File: src/sv/mscs_pkg.sv
package mscs_pkg;

    localparam int REG_COUNT = 32;
    localparam int REG_AW    = 5;

    localparam logic [5:0]  OP_RTYPE = 6'd0;
    localparam logic [5:0]  OP_J     = 6'd2;
    localparam logic [5:0]  OP_BEQ   = 6'd4;
    localparam logic [5:0]  OP_LW    = 6'd35;
    localparam logic [5:0]  OP_SW    = 6'd43;

    localparam logic [31:0] JUMP_HI_MASK = 32'hf000_0000;

    typedef enum logic [1:0] {
        MODE_LOAD_MEM = 2'd0,
        MODE_LOAD_REG = 2'd1,
        MODE_STEP     = 2'd2
    } mode_t;

    typedef enum logic [2:0] {
        CLS_NONE = 3'd0,
        CLS_ADD  = 3'd1,
        CLS_LW   = 3'd2,
        CLS_SW   = 3'd3,
        CLS_BEQ  = 3'd4,
        CLS_J    = 3'd5
    } op_class_t;

    typedef enum logic [1:0] {
        ST_OK         = 2'd0,
        ST_ILLEGAL    = 2'd1,
        ST_ADDR_RANGE = 2'd2,
        ST_HALTED     = 2'd3
    } status_t;

    typedef struct packed {
        logic [31:0] next_pc;
        op_class_t   op_class;
        status_t     status;
        logic        reg_written;
        logic [4:0]  dest_reg;
        logic [31:0] dest_value;
        logic        mem_written;
        logic [5:0]  mem_slot;
        logic [31:0] mem_value;
        logic        branch_taken;
    } result_t;

endpackage

File: src/sv/mscs_out_fifo.sv
module mscs_out_fifo (
    input  logic              clk,
    input  logic              rst_n,
    input  logic              push,
    input  mscs_pkg::result_t push_data,
    output logic              not_full,
    input  logic              out_ready,
    output logic              out_valid,
    output mscs_pkg::result_t out_data
);

    mscs_pkg::result_t q0_reg, q0_next;
    mscs_pkg::result_t q1_reg, q1_next;
    logic [1:0]        count_reg, count_next;
    logic              pop;

    assign pop       = out_valid && out_ready;
    assign out_valid = (count_reg != 2'd0);
    assign out_data  = q0_reg;
    assign not_full  = (count_reg != 2'd2);

    always_comb
    begin
        q0_next    = q0_reg;
        q1_next    = q1_reg;
        count_next = count_reg;
        if (pop && push)
        begin
            if (count_reg == 2'd1)
            begin
                q0_next = push_data;
            end
            else
            begin
                q0_next = q1_reg;
                q1_next = push_data;
            end
        end
        else if (pop)
        begin
            q0_next    = q1_reg;
            count_next = count_reg - 2'd1;
        end
        else if (push)
        begin
            if (count_reg == 2'd0)
            begin
                q0_next = push_data;
            end
            else
            begin
                q1_next = push_data;
            end
            count_next = count_reg + 2'd1;
        end
    end

    always_ff @(posedge clk or negedge rst_n)
    begin
        if (!rst_n)
        begin
            count_reg <= 2'd0;
        end
        else
        begin
            count_reg <= count_next;
        end
    end

    always_ff @(posedge clk)
    begin
        q0_reg <= q0_next;
        q1_reg <= q1_next;
    end

    a_no_overflow: assert property (@(posedge clk) disable iff (!rst_n)
        !(push && !pop && count_reg == 2'd2))
        else $error("result pushed into full queue");

    a_count_range: assert property (@(posedge clk) disable iff (!rst_n)
        count_reg != 2'd3)
        else $error("queue count out of range");

    a_drain: assert property (@(posedge clk) disable iff (!rst_n)
        (pop && !push && count_reg == 2'd2) |=> (count_reg == 2'd1 && out_valid))
        else $error("queue lost its second word");

endmodule

File: config.mk
export PLATFORM = sky130hd
export DESIGN_NAME = mscs_out_fifo
export DESIGN_NICKNAME = d
export VERILOG_FILES = /design/src/sv/mscs_pkg.sv /design/src/sv/mscs_out_fifo.sv
export SDC_FILE = /design/constraint.sdc
export NUM_CORES = 1
export LEC_CHECK = 0
export BUFFER_PORTS_ARGS = -buffer_cell sky130_fd_sc_hd__buf_4
export CAP_MARGIN = 10
export CORE_MARGIN = 1
export CORE_UTILIZATION = 43
export CTS_CLUSTER_DIAMETER = 80
export DETAILED_ROUTE_END_ITERATION = 8
export PLACE_DENSITY = 0.79
export SLEW_MARGIN = 20
export SYNTH_ARGS = -nofsm -noshare
export SYNTH_HDL_FRONTEND = slang
export SYNTH_SLANG_ARGS = --single-unit
File: constraint.sdc
create_clock -name clk -period 7.5 [get_ports clk]
set_input_delay 1.125 -clock clk [delete_from_list [all_inputs] [get_ports clk]]
set_output_delay 1.125 -clock clk [all_outputs]
set_load 0.01 [all_outputs]
==> results of run 1 <==
## per-layer routing
layer | share of wire (%) | up-vias
met4 | 2.3 | 0
met3 | 8.7 | 30
met2 | 50 | 176
met1 | 39 | 2200
li1 | - | 2011
met5 | 0 | -
## metrics by stage
stage	setup slack, ps	util [%]
6_report	3790	58.2
2_1_floorplan	257	-
3_3_place_gp	3180	54.2
4_1_cts	3490	58.2
3_5_place_dp	3020	54.2
5_1_grt	3580	58.2
## synth_stat cells
| cell | instances | area, µm² |
|---|---|---|
| edfxtp_1 | 230 | 6910 |
| mux2_2 | 65 | 732 |
| mux2_1 | 50 | 563 |
| buf_2 | 7 | 35.0 |
| buf_6 | 6 | 67.6 |
| inv_1 | 6 | 22.5 |
| ha_1 | 5 | 62.6 |
| dfrtp_1 | 2 | 50.1 |
| nor2b_1 | 2 | 12.5 |
| xnor2_1 | 2 | 17.5 |
| a21o_1 | 1 | 7.51 |
| a21oi_4 | 1 | 16.3 |
| a31oi_1 | 1 | 6.26 |
| nand2_1 | 1 | 3.75 |
| nor2_1 | 1 | 3.75 |
| o21ai_0 | 1 | 5.00 |
## worst reg2reg max path: stages, from the launching register on
cell and delay, ps:
dfrtp_1 390, inv_1 80, ha_1 240, nor2b_1 480, ha_1 270, nor2b_1 280, a31oi_1 120, nor2_4 640
buf_6 690
## how the worst max path moves through the flow
| stage | start | endpoint | slack [ps] |
|---|---|---|---|
| 4_1_cts | count_reg[0]$_DFFE_PN0P_ | q1_reg[78]$_DFFE_PP_ | 3490 |
| 6_report | count_reg[0]$_DFFE_PN0P_ | q1_reg[10]$_DFFE_PP_ | 3790 |
| 2_1_floorplan | out_ready | q1_reg[0]$_DFFE_PP_ | 260 |
| 5_1_grt | count_reg[0]$_DFFE_PN0P_ | q1_reg[86]$_DFFE_PP_ | 3580 |
| 3_5_place_dp | out_ready | q1_reg[66]$_DFFE_PP_ | 3020 |
| 3_3_place_gp | out_ready | q1_reg[0]$_DFFE_PP_ | 3180 |
## area by class of cell
class / count / share of cell area, %
tap: 265 / 2.93
inverter: 6 / 0.199
sequential: 232 / 61.4
multi-input combinational: 130 / 12.8
clock inverter: 12 / 0.939
timing repair buffer: 239 / 15.9
clock buffer: 31 / 5.90
## placed cells by master, fill, tap and decap left out
cell type and n:
buf_4 238, edfxtp_1 230, mux2_2 65, mux2_1 50, clkbuf_16 25, inv_1 6, ha_1 5, clkinv_1 5
clkbuf_1 4, clkinv_2 4, nor2b_1 2, xnor2_1 2, clkbuf_8 2, bufinv_16 2, dfrtp_1 2, a21oi_4 1
a21o_4 1, a31oi_1 1, nor2_4 1, nand2_1 1, o21ai_0 1, clkinvlp_4 1, buf_6 1
## power by group
group | internal (W) | switching, W
sequential | 0.00203 | 0.000117
combinational | 0.000568 | 0.000655
clock | 0.000694 | 0.000458
total | 0.00329 | 0.00123
## cell families (layout without fill, tap and decap cells)
kind of cell               count (synthesis)  count (layout)
DFF                                      232             232
adders and majority gates                  5               5
muxes                                    115             115
AOI/OAI and AO/OA                          4               4
and+or+nand+nor                            4               4
buffers and inverters                     19             288
xor gates and xnor gates                   2               2
==> results.md, run 1 <==
* Most Used Layer, Global Route: met2
* Endpoint type of the worst setup path: flop
* Leftover overflow at the end of global routing at 0
* Synth cell types at 16
* Worst IR drop on VDD at 0.000306 V
* Data arrival at the endpoint of the critical path at roughly 3800 ps
* Vias after detailed routing at 4417
* Post-DP HPWL at 10.8 mm
* Crit Path Class: reg2reg
* Worst reg2reg startpoint: count_reg[0]$_DFFE_PN0P_
* Via count of the first global-routing pass at around 4700
* GRT met3 Usage at 5.10%
* Delay of the slowest critical-path stage at 680 ps
* Antenna cells at 0
* Initial antenna violation count at 0
* Worst hold-check slack at 396 ps
* Postcts setup bufs at 0
* Count of max-cap constraint violations at 0
* Final max-slew violation count at 0
* Dominant combinational cell family by area after synthesis: multiplexers
* Worst min-delay path category: in2async
* Adder-cell share of the synthesized area at 0.735%
* Area of all placed cells without fillers at approximately 11000 µm²
* Mean number of vias per cell at 4.83
* Iter 0 DRT Violations at around 160
* Effective utilization at floorplan at 43.7%
* Area Growth Syn to Fin at 33.1%
* Global-route wire length before repair at around 25 mm
* Peak fanout along the critical path at 87
* WL/cell at 17.9 µm
* Library cell contributing the largest single delay on the critical path: buf_6
* Mapped Area at ~8500 µm²
* Source-to-sink clock delay at the later pin of the worst-skew pair at 500 ps
* Worst flop-to-flop path endpoint: q1_reg[10]$_DFFE_PP_
* Maximum number of pins on one net before global-route repair at 88
* Final period utilization at 49.5%
* Sequential fraction of the synthesis area at 81.7%
* Post_cts resized at 0
* FF/Latch Area at 6960 µm²
* Worst-case clock skew at 10.1 ps
* Detail Route Antenna Nets at 0
* Reg2Reg Setup Slack at 3790 ps
* Category of cells accounting for the largest share of critical-path delay: simple AND/OR/NAND/NOR gates
* Multiplexer area fraction after synthesis at 15.2%
* DRC violations left at 0
* Routing usage on met1 at 18.6%
* Die X-Extent at 143 µm
* Area of combinational cells with multiple inputs at 1450 µm²
* Required time at the worst-slack endpoint at 7630 ps
* Final critical delay including setup and external delays at 3710 ps
* Critical path buffers and inverters at 2
* Total setup violations reported at the end of the flow at 0
* Y dimension of the die at 143 µm
* Critical Path, Cell by Cell: inv_1 -> ha_1 -> nor2b_1 -> ha_1 -> nor2b_1 -> a31oi_1 -> nor2_4 -> buf_6
* CP startpoint kind: flop
* Number of top-level design ports at between 200 and 250
* Number of search-and-repair iterations in the first detailed-routing pass at 4
* TritonCTS clock tree: yes
* Flip-flop and latch count after synthesis at 232
* Met2 routing resource usage after global routing at 27.0%
* Aggregate global-route resource usage at 15.7%
* Transition time of the tightest slew-check pin at about 960 ps
* Port buffer count at around 240
* Longest Clk Path Bufs at 3
* Total chip power at ~0.0045 W
* Area of the placeable core at 19500 µm²
* Total length of routed wires at 16.4 mm
* Fillers at 1451
* Full die area at about 20000 µm²
* Setup repair after global routing missed its margin: no
* Complex-gate fraction of the synthesized area at 0.412%
* Fraction of layout instances using a drive strength above 1 at 52.5%
* Total negative slack for setup checks at 0 ps
* Quantity of hold-fixing buffers added after cts at 0
* Placed insts at 872
* Count of nets after finishing at 758
* Peak Freq at 0.269 GHz
* Mean instance size in the synthesized netlist at 22.3 µm²
* Placed Instance Area at 10600 µm²
* # H-tree levels at 1
* Routability-driven placement congestion ratio at roughly 0.77
* Leakage power summed over all cells at around 4.3 nW
* YS warnings at 0
* Worst-path clk slew at around 60 ps
* TritonCTS Buffers at 25
* Clock root cell: clkbuf_16
* Cell Pwr Density at 399 nW/µm²
* Result of the run: completed
* Synthesized netlist cell count at 381
* Worst r2r path cells at 8
* Cell Count, Final, Fillers Out at 915
* Number of nets in the synthesized netlist at slightly above 500
* Cell row count at 51
* CP Depth at 8
* Post-synthesis share of cell area spent on and, or, nand and nor gates at 0.235%
* Number of clock sinks at ~230
* Fraction of synthesized cell area in xor and xnor cells at 0.206%
* Number of endpoints with negative hold slack in the final report at 0
* Normalized max-slew margin at 35.8%
Power figures use the tool's default switching activity.
==> run 2, diff against run 1 <==
--- a/config.mk
+++ b/config.mk
@@ -11,7 +11,7 @@
 export CORE_UTILIZATION = 43
 export CTS_CLUSTER_DIAMETER = 80
 export DETAILED_ROUTE_END_ITERATION = 8
-export PLACE_DENSITY = 0.79
+export PLACE_DENSITY = 0.81
 export SLEW_MARGIN = 20
 export SYNTH_ARGS = -nofsm -noshare
 export SYNTH_HDL_FRONTEND = slang
==> constraint.sdc (replaced) <==
create_clock -name clk -period 3.35 [get_ports clk]
set_input_delay 0.5025 -clock clk [delete_from_list [all_inputs] [get_ports clk]]
set_output_delay 0.5025 -clock clk [all_outputs]
set_load 0.01 [all_outputs]
==> run 2 against run 1 <==
  * Register-to-register slack lost 3300 ps
  * Critical endpoint is now out_data[82]$_DFFE_PP_
  * Core utilization increased by 0.39 points
  * Count of clock-buffer cells in the layout shrank 3
  * Critical path type unchanged
  * Critical path depth unchanged
  * Highest routed layer unchanged
==> results.md, run 2 (synthesis results as in run 1) <==
* Termination of the worst setup path: out_data[82]$_DFFE_PP_
* Longest Clk Path Bufs at 3 (unchanged)
* Required time at the worst-slack endpoint at 3590 ps (-4040 ps)
* Worst r2r path cells at 8 (unchanged)
* Antenna cells at 0 (unchanged)
* Leftover overflow at the end of global routing at 0 (unchanged)
* DRC violations left at 0 (unchanged)
* Vias after detailed routing at 4462 (+1.0%)
* Final critical delay including setup and external delays at 2890 ps (-821 ps)
* Count of nets after finishing at 761 (+0.40%)
* Final period utilization at 86.3% (+37 points)
* Number of search-and-repair iterations in the first detailed-routing pass at 4 (unchanged)
* Reg2Reg Setup Slack at 460 ps (-3330 ps)
* Data arrival at the endpoint of the critical path at 3130 ps (-710 ps)
* Total length of routed wires at 16.8 mm (+2.6%)
* Clock root cell: clkbuf_16
* Area of combinational cells with multiple inputs at 1470 µm² (+2.0%)
* Full die area at 20400 µm² (unchanged)
* Number of top-level design ports at 236 (unchanged)
* Aggregate global-route resource usage at 16.3% (+0.58 points)
* Y dimension of the die at 143 µm (unchanged)
* Source-to-sink clock delay at the later pin of the worst-skew pair at 500 ps (about the same)
* Number of endpoints with negative hold slack in the final report at 0 (unchanged)
* # H-tree levels at 1 (unchanged)
* Final max-slew violation count at 0 (unchanged)
* Normalized max-slew margin at 55.5% (+20 points)
* Peak fanout along the critical path at 96 (+10%)
* Fraction of layout instances using a drive strength above 1 at 53.4% (+0.93 points)
* Global-route wire length before repair at 25.5 mm (+3.5%)
* Commonest cells after routing, fill and taps aside: buf_4 (239), edfxtp_1 (230), mux2_2 (65)
* Worst-case clock skew at 5.25 ps (-4.86 ps)
* Worst reg2reg startpoint: count_reg[0]$_DFFE_PN0P_
* Fillers at 1443 (-0.55%)
* Worst IR drop on VDD at 0.000455 V (+49%)
* Endpoint type of the worst setup path: flop
* Iter 0 DRT Violations at 202 (+29%)
* Detail Route Antenna Nets at 0 (unchanged)
* Mean number of vias per cell at 4.89 (+1.2%)
* Routability-driven placement congestion ratio at 0.749 (-2.4%)
* Peak Freq at 0.346 GHz (+28%)
* Cell Pwr Density at 896 nW/µm² (+120%)
* Worst Setup SP: count_reg[0]$_DFFE_PN0P_
* Maximum number of pins on one net before global-route repair at 97 (+10%)
* TritonCTS Buffers at 24 (-4.0%)
* Worst-path clk slew at 60 ps (about the same)
* Number of clock sinks at 232 (unchanged)
* Total chip power at 0.0102 W (+130%)
* Area Growth Syn to Fin at 34.0%
* Post-DP HPWL at 11.0 mm (+1.6%)
* WL/cell at 18.4 µm (+2.8%)
* CP startpoint kind: flop
* Postcts setup bufs at 0 (unchanged)
* Total setup violations reported at the end of the flow at 0 (unchanged)
* Worst min-delay path category: in2reg
* Via count of the first global-routing pass at 4900 (+4.3%)
* Cell row count at 51 (unchanged)
* TritonCTS clock tree: yes
* Effective utilization at floorplan at 43.7% (unchanged)
* Leakage power summed over all cells at 4.34 nW (+0.58%)
* Die X-Extent at 143 µm (unchanged)
* Initial antenna violation count at 0 (unchanged)
* Result of the run: completed
* Count of max-cap constraint violations at 0 (unchanged)
* Area of the placeable core at 19500 µm² (unchanged)
* Setup repair after global routing missed its margin: no
* Most common library cell in the layout ignoring fill and taps: buf_4
* Worst flop-to-flop path endpoint: out_data[82]$_DFFE_PP_
* Crit Path Class: reg2reg
* Quantity of hold-fixing buffers added after cts at 1 (+1)
* Total negative slack for setup checks at 0 ps (unchanged)
* FF/Latch Area at 6960 µm² (unchanged)
* Port buffer count at 235 (unchanged)
* Post_cts resized at 0 (unchanged)
* Transition time of the tightest slew-check pin at 665 ps (-298 ps)
## run 2: cell count changes in the layout (fill, tap and decap cells not counted), moves of 2 or more
cell      change
ha_1          -2
clkinv_1      -3
clkbuf_8      -2
buf_12        +3
## run 2: worst min-delay path by stage
stage                                     endpoint     startpoint  slack, ps  depth (start not counted)
after floorplan           count_reg[0]$_DFFE_PN0P_          rst_n        210                          0
after global placement    count_reg[0]$_DFFE_PN0P_          rst_n        290                          1
after detailed placement  count_reg[0]$_DFFE_PN0P_          rst_n        290                          1
after CTS                     q1_reg[43]$_DFFE_PP_  push_data[43]        160                          1
after global routing          q1_reg[14]$_DFFE_PP_  push_data[14]        160                          1
final                         q1_reg[51]$_DFFE_PP_  push_data[51]        190                          1
## run 2: worst max-delay path, stage by stage (launching register included)
cell and delay (ps):
dfrtp_1 400, inv_1 90, ha_2 210, nor2b_1 530
ha_4 230, inv_1 90, a21oi_4 180, buf_12 440
mux2_1 390
## run 2: layout make-up
class / count / share of cell area, %
clock inverters: 9 / 1.03
clock buffers: 28 / 5.58
inverters: 6 / 0.197
repair buffers: 243 / 16.3
flip-flops and latches: 232 / 61.0
well taps: 265 / 2.91
multi-input cells: 130 / 12.9
## run 2: through the flow
| stage | utilization, % | worst slack (ps) | hold WS (ps) | std cells | cell area, µm² |
|---|---|---|---|---|---|
| after CTS | 58.6 | 473 | 161 | 913 | 11400 |
| final | 58.6 | 459 | 188 | 913 | 11400 |
| after global routing | 58.6 | 328 | 165 | 913 | 11400 |
| after global placement | 54.7 | 692 | 286 | 875 | 10600 |
| after detailed placement | 54.7 | 475 | 287 | 875 | 10600 |
| after floorplan | - | -14.6 | 207 | 381 | 8550 |
## run 2: routing by layer
layer	track usage (%)	wire length, µm	up-vias
li1	-	-	2018
met1	19.4	6600	2226
met2	28.3	8510	181
met3	4.59	1290	37
met4	5.60	426	0
met5	0	0	-
## run 2: where the power goes
group | internal, W | switching (W) | leakage, nW
clock | 0.00157 | 0.000997 | 0.373
sequential | 0.00453 | 0.000273 | 2.23
combinational | 0.00134 | 0.00151 | 1.73
total | 0.00743 | 0.00278 | 4.34
