File: src/sv/mscs_pkg.sv
package mscs_pkg;

    localparam int REG_COUNT = 32;
    localparam int REG_AW    = 5;

    localparam logic [5:0]  OP_RTYPE = 6'd0;
    localparam logic [5:0]  OP_J     = 6'd2;
    localparam logic [5:0]  OP_BEQ   = 6'd4;
    localparam logic [5:0]  OP_LW    = 6'd35;
    localparam logic [5:0]  OP_SW    = 6'd43;

    localparam logic [31:0] JUMP_HI_MASK = 32'hf000_0000;

    typedef enum logic [1:0] {
        MODE_LOAD_MEM = 2'd0,
        MODE_LOAD_REG = 2'd1,
        MODE_STEP     = 2'd2
    } mode_t;

    typedef enum logic [2:0] {
        CLS_NONE = 3'd0,
        CLS_ADD  = 3'd1,
        CLS_LW   = 3'd2,
        CLS_SW   = 3'd3,
        CLS_BEQ  = 3'd4,
        CLS_J    = 3'd5
    } op_class_t;

    typedef enum logic [1:0] {
        ST_OK         = 2'd0,
        ST_ILLEGAL    = 2'd1,
        ST_ADDR_RANGE = 2'd2,
        ST_HALTED     = 2'd3
    } status_t;

    typedef struct packed {
        logic [31:0] next_pc;
        op_class_t   op_class;
        status_t     status;
        logic        reg_written;
        logic [4:0]  dest_reg;
        logic [31:0] dest_value;
        logic        mem_written;
        logic [5:0]  mem_slot;
        logic [31:0] mem_value;
        logic        branch_taken;
    } result_t;

endpackage

File: src/sv/mscs_ram.sv
module mscs_ram #(
    parameter int WIDTH = 32,
    parameter int DEPTH = 64
) (
    input  logic                     clk,
    input  logic                     we,
    input  logic [$clog2(DEPTH)-1:0] waddr,
    input  logic [WIDTH-1:0]         wdata,
    input  logic [$clog2(DEPTH)-1:0] raddr,
    output logic [WIDTH-1:0]         rdata
);

    logic [WIDTH-1:0] mem_reg [DEPTH];
    logic [WIDTH-1:0] rdata_reg;

    always_ff @(posedge clk)
    begin
        if (we)
        begin
            mem_reg[waddr] <= wdata;
        end
        rdata_reg <= mem_reg[raddr];
    end

    assign rdata = rdata_reg;

endmodule

File: src/sv/mscs_core.sv
module mscs_core #(
    parameter int MEM_WORDS = 64
) (
    input  logic              clk,
    input  logic              rst_n,
    input  logic              in_valid,
    output logic              in_ready,
    input  mscs_pkg::mode_t   in_mode,
    input  logic [5:0]        in_index,
    input  logic [31:0]       in_value,
    input  logic              fifo_ok,
    output logic              push,
    output mscs_pkg::result_t res
);

    localparam int AW = $clog2(MEM_WORDS);
    localparam logic [AW-1:0] CLR_LAST = AW'(MEM_WORDS - 1);
    localparam logic [31:0]   MEM_LIMIT = 32'(MEM_WORDS);

    typedef enum logic [4:0] {
        S_CLEAR  = 5'b00001,
        S_IDLE   = 5'b00010,
        S_DECODE = 5'b00100,
        S_EXEC   = 5'b01000,
        S_LOAD   = 5'b10000
    } state_t;

    state_t        state_reg, state_next;
    logic [31:0]   pc_reg, pc_next;
    logic [31:0]   inst_reg, inst_next;
    logic [AW-1:0] clr_reg, clr_next;
    logic [31:0]   valid_reg, valid_next;

    logic          mem_we;
    logic [AW-1:0] mem_waddr, mem_raddr;
    logic [31:0]   mem_wdata, mem_rdata;

    logic          rf_we;
    logic [4:0]    rf_waddr, rf_raddr_a, rf_raddr_b;
    logic [31:0]   rf_wdata, rf_rdata_a, rf_rdata_b;

    logic [31:0]   idx_ext;
    logic          pc_ok;
    logic [5:0]    ex_opc;
    logic [4:0]    ex_rs, ex_rt, ex_rd;
    logic [31:0]   ex_imm, ex_a, ex_b, ex_pc4, ex_addr, ex_sum;
    logic [31:0]   ex_beq_target, ex_jump_target;
    logic          ex_addr_ok;

    mscs_ram #(.WIDTH(32), .DEPTH(MEM_WORDS)) u_mem (
        .clk   (clk),
        .we    (mem_we),
        .waddr (mem_waddr),
        .wdata (mem_wdata),
        .raddr (mem_raddr),
        .rdata (mem_rdata)
    );

    // two copies of the register file, one per read operand
    mscs_ram #(.WIDTH(32), .DEPTH(mscs_pkg::REG_COUNT)) u_rf_a (
        .clk   (clk),
        .we    (rf_we),
        .waddr (rf_waddr),
        .wdata (rf_wdata),
        .raddr (rf_raddr_a),
        .rdata (rf_rdata_a)
    );

    mscs_ram #(.WIDTH(32), .DEPTH(mscs_pkg::REG_COUNT)) u_rf_b (
        .clk   (clk),
        .we    (rf_we),
        .waddr (rf_waddr),
        .wdata (rf_wdata),
        .raddr (rf_raddr_b),
        .rdata (rf_rdata_b)
    );

    assign idx_ext = 32'(in_index);
    assign pc_ok   = (pc_reg < MEM_LIMIT);

    assign ex_opc = inst_reg[31:26];
    assign ex_rs  = inst_reg[25:21];
    assign ex_rt  = inst_reg[20:16];
    assign ex_rd  = inst_reg[15:11];
    assign ex_imm = {{16{inst_reg[15]}}, inst_reg[15:0]};
    // a register never written since reset reads as zero
    assign ex_a   = (ex_rs != 5'd0 && valid_reg[ex_rs]) ? rf_rdata_a : 32'd0;
    assign ex_b   = (ex_rt != 5'd0 && valid_reg[ex_rt]) ? rf_rdata_b : 32'd0;
    assign ex_pc4 = pc_reg + 32'd4;
    assign ex_sum = ex_a + ex_b;
    assign ex_addr    = ex_a + ex_imm;
    assign ex_addr_ok = (ex_addr < MEM_LIMIT);
    assign ex_beq_target  = ex_pc4 + {ex_imm[29:0], 2'b00};
    assign ex_jump_target = (ex_pc4 & mscs_pkg::JUMP_HI_MASK)
                          | {4'b0000, inst_reg[25:0], 2'b00};

    always_comb
    begin
        state_next = state_reg;
        pc_next    = pc_reg;
        inst_next  = inst_reg;
        clr_next   = clr_reg;
        valid_next = valid_reg;
        in_ready   = 1'b0;
        push       = 1'b0;
        mem_we     = 1'b0;
        mem_waddr  = clr_reg;
        mem_wdata  = 32'd0;
        mem_raddr  = pc_reg[AW-1:0];
        rf_we      = 1'b0;
        rf_waddr   = ex_rt;
        rf_wdata   = 32'd0;
        rf_raddr_a = mem_rdata[25:21];
        rf_raddr_b = mem_rdata[20:16];
        res         = '0;
        res.next_pc = pc_reg;

        unique case (state_reg)
            S_CLEAR:
            begin
                mem_we   = 1'b1;
                clr_next = clr_reg + 1'b1;
                if (clr_reg == CLR_LAST)
                begin
                    state_next = S_IDLE;
                end
            end
            S_IDLE:
            begin
                in_ready = fifo_ok;
                if (in_valid && fifo_ok)
                begin
                    unique case (in_mode)
                        mscs_pkg::MODE_LOAD_MEM:
                        begin
                            push = 1'b1;
                            if (idx_ext < MEM_LIMIT)
                            begin
                                mem_we    = 1'b1;
                                mem_waddr = idx_ext[AW-1:0];
                                mem_wdata = in_value;
                            end
                        end
                        mscs_pkg::MODE_LOAD_REG:
                        begin
                            push = 1'b1;
                            if (!in_index[5] && in_index[4:0] != 5'd0)
                            begin
                                rf_we      = 1'b1;
                                rf_waddr   = in_index[4:0];
                                rf_wdata   = in_value;
                                valid_next[in_index[4:0]] = 1'b1;
                            end
                        end
                        mscs_pkg::MODE_STEP:
                        begin
                            // fetch address is pc, already on the read port
                            if (pc_ok)
                            begin
                                state_next = S_DECODE;
                            end
                            else
                            begin
                                push       = 1'b1;
                                res.status = mscs_pkg::ST_HALTED;
                            end
                        end
                        default:
                        begin
                            push = 1'b1;
                        end
                    endcase
                end
            end
            S_DECODE:
            begin
                inst_next  = mem_rdata;
                state_next = S_EXEC;
            end
            S_EXEC:
            begin
                pc_next     = ex_pc4;
                res.next_pc = ex_pc4;
                push        = 1'b1;
                state_next  = S_IDLE;
                unique case (ex_opc)
                    mscs_pkg::OP_RTYPE:
                    begin
                        res.op_class = mscs_pkg::CLS_ADD;
                        if (ex_rd != 5'd0)
                        begin
                            rf_we          = 1'b1;
                            rf_waddr       = ex_rd;
                            rf_wdata       = ex_sum;
                            valid_next[ex_rd] = 1'b1;
                            res.reg_written = 1'b1;
                            res.dest_reg    = ex_rd;
                            res.dest_value  = ex_sum;
                        end
                    end
                    mscs_pkg::OP_LW:
                    begin
                        res.op_class = mscs_pkg::CLS_LW;
                        if (!ex_addr_ok)
                        begin
                            res.status = mscs_pkg::ST_ADDR_RANGE;
                        end
                        else
                        begin
                            // hold the result until the data word returns
                            push       = 1'b0;
                            mem_raddr  = ex_addr[AW-1:0];
                            state_next = S_LOAD;
                        end
                    end
                    mscs_pkg::OP_SW:
                    begin
                        res.op_class = mscs_pkg::CLS_SW;
                        if (!ex_addr_ok)
                        begin
                            res.status = mscs_pkg::ST_ADDR_RANGE;
                        end
                        else
                        begin
                            mem_we          = 1'b1;
                            mem_waddr       = ex_addr[AW-1:0];
                            mem_wdata       = ex_b;
                            res.mem_written = 1'b1;
                            res.mem_slot    = ex_addr[5:0];
                            res.mem_value   = ex_b;
                        end
                    end
                    mscs_pkg::OP_BEQ:
                    begin
                        res.op_class = mscs_pkg::CLS_BEQ;
                        if (ex_a == ex_b)
                        begin
                            pc_next          = ex_beq_target;
                            res.next_pc      = ex_beq_target;
                            res.branch_taken = 1'b1;
                        end
                    end
                    mscs_pkg::OP_J:
                    begin
                        res.op_class     = mscs_pkg::CLS_J;
                        pc_next          = ex_jump_target;
                        res.next_pc      = ex_jump_target;
                        res.branch_taken = 1'b1;
                    end
                    default:
                    begin
                        res.status = mscs_pkg::ST_ILLEGAL;
                    end
                endcase
            end
            S_LOAD:
            begin
                // pc already advanced in the execute cycle
                push         = 1'b1;
                res.op_class = mscs_pkg::CLS_LW;
                state_next   = S_IDLE;
                if (ex_rt != 5'd0)
                begin
                    rf_we          = 1'b1;
                    rf_waddr       = ex_rt;
                    rf_wdata       = mem_rdata;
                    valid_next[ex_rt] = 1'b1;
                    res.reg_written = 1'b1;
                    res.dest_reg    = ex_rt;
                    res.dest_value  = mem_rdata;
                end
            end
            default:
            begin
                state_next = S_IDLE;
            end
        endcase
    end

    always_ff @(posedge clk or negedge rst_n)
    begin
        if (!rst_n)
        begin
            state_reg <= S_CLEAR;
            pc_reg    <= 32'd0;
            clr_reg   <= '0;
            valid_reg <= 32'd0;
        end
        else
        begin
            state_reg <= state_next;
            pc_reg    <= pc_next;
            clr_reg   <= clr_next;
            valid_reg <= valid_next;
        end
    end

    always_ff @(posedge clk)
    begin
        inst_reg <= inst_next;
    end

    a_push_room: assert property (@(posedge clk) disable iff (!rst_n)
        push |-> fifo_ok)
        else $error("result produced with no queue room");

    a_clear_blocks: assert property (@(posedge clk) disable iff (!rst_n)
        (state_reg == S_CLEAR) |-> !in_ready)
        else $error("word accepted during memory clear");

    a_no_r0_write: assert property (@(posedge clk) disable iff (!rst_n)
        rf_we |-> (rf_waddr != 5'd0))
        else $error("write to register zero");

    a_decode_to_exec: assert property (@(posedge clk) disable iff (!rst_n)
        (state_reg == S_DECODE) |=> (state_reg == S_EXEC))
        else $error("decode did not advance to execute");

    a_exec_store_only: assert property (@(posedge clk) disable iff (!rst_n)
        (mem_we && state_reg == S_EXEC) |-> (ex_opc == mscs_pkg::OP_SW))
        else $error("memory write in execute without a store");

endmodule

File: config.mk
export PLATFORM = sky130hd
export DESIGN_NAME = mscs_core
export DESIGN_NICKNAME = d
export VERILOG_FILES = /design/src/sv/mscs_pkg.sv /design/src/sv/mscs_ram.sv /design/src/sv/mscs_core.sv
export SDC_FILE = /design/constraint.sdc
export NUM_CORES = 2
export LEC_CHECK = 0
export BUFFER_PORTS_ARGS = -buffer_cell sky130_fd_sc_hd__buf_2
export CELL_PAD_IN_SITES_DETAIL_PLACEMENT = 0
export CELL_PAD_IN_SITES_GLOBAL_PLACEMENT = 1
export CORE_UTILIZATION = 45
export CTS_BUF_LIST = sky130_fd_sc_hd__clkbuf_8
export CTS_CLUSTER_DIAMETER = 50
export DETAILED_ROUTE_END_ITERATION = 12
export PLACE_DENSITY_LB_ADDON = 0.3
export SLEW_MARGIN = 10
export SYNTH_ARGS = -nofsm -noshare
export SYNTH_HDL_FRONTEND = slang
export SYNTH_HIERARCHICAL = 1
export SYNTH_SLANG_ARGS = --single-unit
File: constraint.sdc
create_clock -name clk -period 28.8 [get_ports clk]
set_input_delay 2.88 -clock clk [delete_from_list [all_inputs] [get_ports clk]]
set_output_delay 2.88 -clock clk [all_outputs]
set_load 0.01 [all_outputs]
==> flow_summary_export.csv <==
group,metric,value,unit
clocking,cts_hold_buf,0,
logic_synthesis,synthArstFlopShare,1.745,%
logic_synthesis,synth_top_flop_cell,"edfxtp_1",
setup_path,reg2reg_depth,30,
sta,fmax,81.51,MHz
floorplan,initial_core_util,45.34,%
logic_synthesis,yosysMostFrequentCell,"edfxtp_1",
floorplan,core_area,383400,µm²
logic_synthesis,avgSynthCellArea,17.69,µm²
logic_synthesis,synth-seq-cells,4299,
cells_and_area,fin_nets,10555,
grt,grt_pass1_vias,96747,
worst_hold_path,hold_depth,0,
setup_path,endpoint_kind,"flop",
clocking,clock_sinks,4299,
pwr,swShare,22.89,%
worst_hold_path,hold_end,"valid_reg[0]$_DFFE_PN0P_",
setup_path,r2r_slack,16.53,ns
logic_synthesis,synth_cell_types,97,
clocking,numCtsBuffers,695,
floorplan,io_pins,161,
cells_and_area,synthToLayoutAreaGrowth,11.89,%
sta,hold_viol,0,
setup_path,r2r_start,"inst_reg[22]$_DFFE_PP_",
cells_and_area,fillers,31096,
logic_synthesis,yosysWarnings,6,
floorplan,dieArea,388800,µm²
clocking,cts_buffer_depth,4,
logic_synthesis,syn-num-nets,9958,
logic_synthesis,synthTopCellsByCount,"edfxtp_1 (4128), mux2i_1 (1234), mux4_2 (454)",
grt,gr-usage-met1,37.24,%
logic_synthesis,synth_area_leaders,"edfxtp_1 (71%), mux2i_1 (7.1%), mux4_2 (5.9%)",
sta,tightest_slew,1.304,ns
sta,finalCritPeriodShare,42.60,%
worst_hold_path,worstHoldStart,"valid_reg[0]$_DFFE_PN0P_",
clocking,post_cts_buffers,0,
setup_path,critPathLaunchType,"flop",
clocking,clk_latency,1.25,ns
setup_path,path_delay_family,"buffers and inverters",
clocking,cts-root-buf,"clkbuf_8",
setup_path,cpMaxStageDelayCell,"buf_4",
pwr,p_switching,2.791,mW
setup_path,cp.required,29.93,ns
sta,min_period,12.27,ns
detailed_routing,vias,99409,
grt,met2_usage,40.88,%
detailed_routing,vias_per_cell,6.165,
grt,antenna_found_initial,60,
cells_and_area,largest_reg_flops,2048,
logic_synthesis,yosysTopAreaCell,"edfxtp_1",
pwr,internal-power,9.399,mW
logic_synthesis,synth_top_cell_area_share,71.30,%
floorplan,die_w,623.6,µm
floorplan,die_h,623.6,µm
pwr,power_leakage,72.03,nW
status,status,"finished clean",
sta,report.final.slew_viol_count,0,
setup_path,path_class,"flop to flop",
grt,grt.overflow.total,0,
place,gp_congestion,0.8886,
pwr,pwr-share-seq,56.2,%
setup_path,cp.arrival,13.40,ns
floorplan,rows,227,
setup_path,critPathMaxFanout,65,
grt,grt_pass1_wl,736.0,mm
sta,setup_violations,0,
grt,use_met3,6.199,%
setup_path,cp.buffers_inverters,5,
clocking,cts_tree,"yes",
sta,setup_tns,0,ns
cells_and_area,area.sequential,127800,µm²
worst_hold_path,hold_class,"flop to flop",
place,portBuffers,160,
detailed_routing,wirelength,530.8,mm
detailed_routing,first_pass_iters,8,
clocking,ctsResizeCount,0,
grt,grt-busiest-layer,"met2",
detailed_routing,drt-initial-drc-count,12426,
setup_path,reg2reg_to,"u_mem/rdata[28]$_DFF_P_",
clocking,clkTransAtPathRegs,0.06,ns
setup_path,cp_slowest_stage_delay,0.87,ns
cells_and_area,drive_gt1_share,18.77,%
cells_and_area,multi_input_area,43880,µm²
logic_synthesis,syn_area,173800,µm²
sta,hold_slack,0.4107,ns
job,max_cap_viol_count,0,
sta,slew_headroom,12.12,%
detailed_routing,drc,0,
setup_path,crit_top_cell,"buf_4",
place,post-dp-hpwl,309.0,mm
sta,rsz0062_at_grt,"no",
grt,grt_start_max_net_pins,147,
logic_synthesis,synth-edff-count,4128,
pwr,vdd_drop_max,49.50,µV
pwr,pwr-share-clk,40.5,%
sta,fin_worst_skew,0.1040,ns
logic_synthesis,ys_seq_area_share,73.49,%
pwr,p_per_area,62.67,nW/µm²
logic_synthesis,netlist_instances,9830,
grt,grt_usage,26.68,%
detailed_routing,wl_per_cell,32.92,µm
clocking,htreeDepth,6,
detailed_routing,antenna_left,0,
pwr,pwr-share-comb,3.4,%
## layout make-up
cell class,instances,share of cell area [%]
diodes,99,0.1274
well taps,5038,3.241
flip-flops and latches,4299,65.69
clock inverters,539,1.555
inverters,64,0.1235
multi-input cells,4904,22.56
clock buffers,718,5.080
repair buffers,463,1.629
## kinds of logic (layout without fill, tap and decap cells)
kind of cell	after synthesis	after routing	share of synthesized area, %
simple gates	1450	1450	4.087
buf+inv	627	1784	1.973
other cells	0	99	0
xor+xnor	112	112	0.5643
compound gates	1552	1552	6.180
flops	4299	4299	73.49
fa+ha+maj	91	91	0.6492
mux	1699	1699	13.06
## routing by layer
metal | up-vias | routed length [µm]
li1 | 41118 | -
met1 | 51889 | 212000
met2 | 5511 | 242300
met3 | 883 | 55960
met4 | 8 | 20460
met5 | - | 55
## stage by stage
step	total power, mW	instance area (µm²)	util (%)	cells	setup slack [ns]
6_report	12.19	194500	50.73	16124	16.53
2_1_floorplan	7.191	173800	-	9830	19.48
5_1_grt	12.54	194400	50.71	16091	15.97
3_5_place_dp	7.379	181300	47.29	14767	16.53
4_1_cts	12.26	194200	50.66	16024	16.46
3_3_place_gp	7.374	181300	47.29	14766	16.49
## power groups by stage
stage | combinational [mW] | sequential, mW | clock, mW
floorplan | 0.259 | 6.93 | 0
global placement | 0.399 | 6.98 | 0
detailed placement | 0.403 | 6.98 | 0
CTS | 0.404 | 6.85 | 5.01
global route | 0.429 | 6.84 | 5.27
finish | 0.410 | 6.85 | 4.93
## cell usage in the layout (no fill, tap or decap), types with 98 or more instances in the layout
master and instances:
clkbuf_8 718, nor2_1 136, a21oi_1 357, nand2_1 402, buf_4 296, a31oi_1 109
edfxtp_1 4128, mux4_2 454, and2_1 98, a22oi_1 331, nor3_1 114, inv_1 303
o21ai_0 139, clkinv_1 139, diode_2 99, a22o_1 166, nor2_4 134, mux2i_1 1234
buf_2 159, nand3_1 284
## worst max path at each step
stage | to | slack (ns) | from | cells after the start
final | u_mem/rdata[28]$_DFF_P_ | 16.53 | inst_reg[22]$_DFFE_PP_ | 30
after detailed placement | u_mem/rdata[28]$_DFF_P_ | 16.53 | inst_reg[22]$_DFFE_PP_ | 29
after global placement | u_mem/rdata[28]$_DFF_P_ | 16.49 | inst_reg[22]$_DFFE_PP_ | 30
after floorplan | u_mem/mem_reg[28][0]$_DFFE_PP_ | 19.48 | inst_reg[22]$_DFFE_PP_ | 31
after CTS | u_mem/rdata[28]$_DFF_P_ | 16.46 | inst_reg[22]$_DFFE_PP_ | 30
after global routing | u_mem/rdata[14]$_DFF_P_ | 15.97 | inst_reg[22]$_DFFE_PP_ | 28
(Power assumes the default switching activity.)
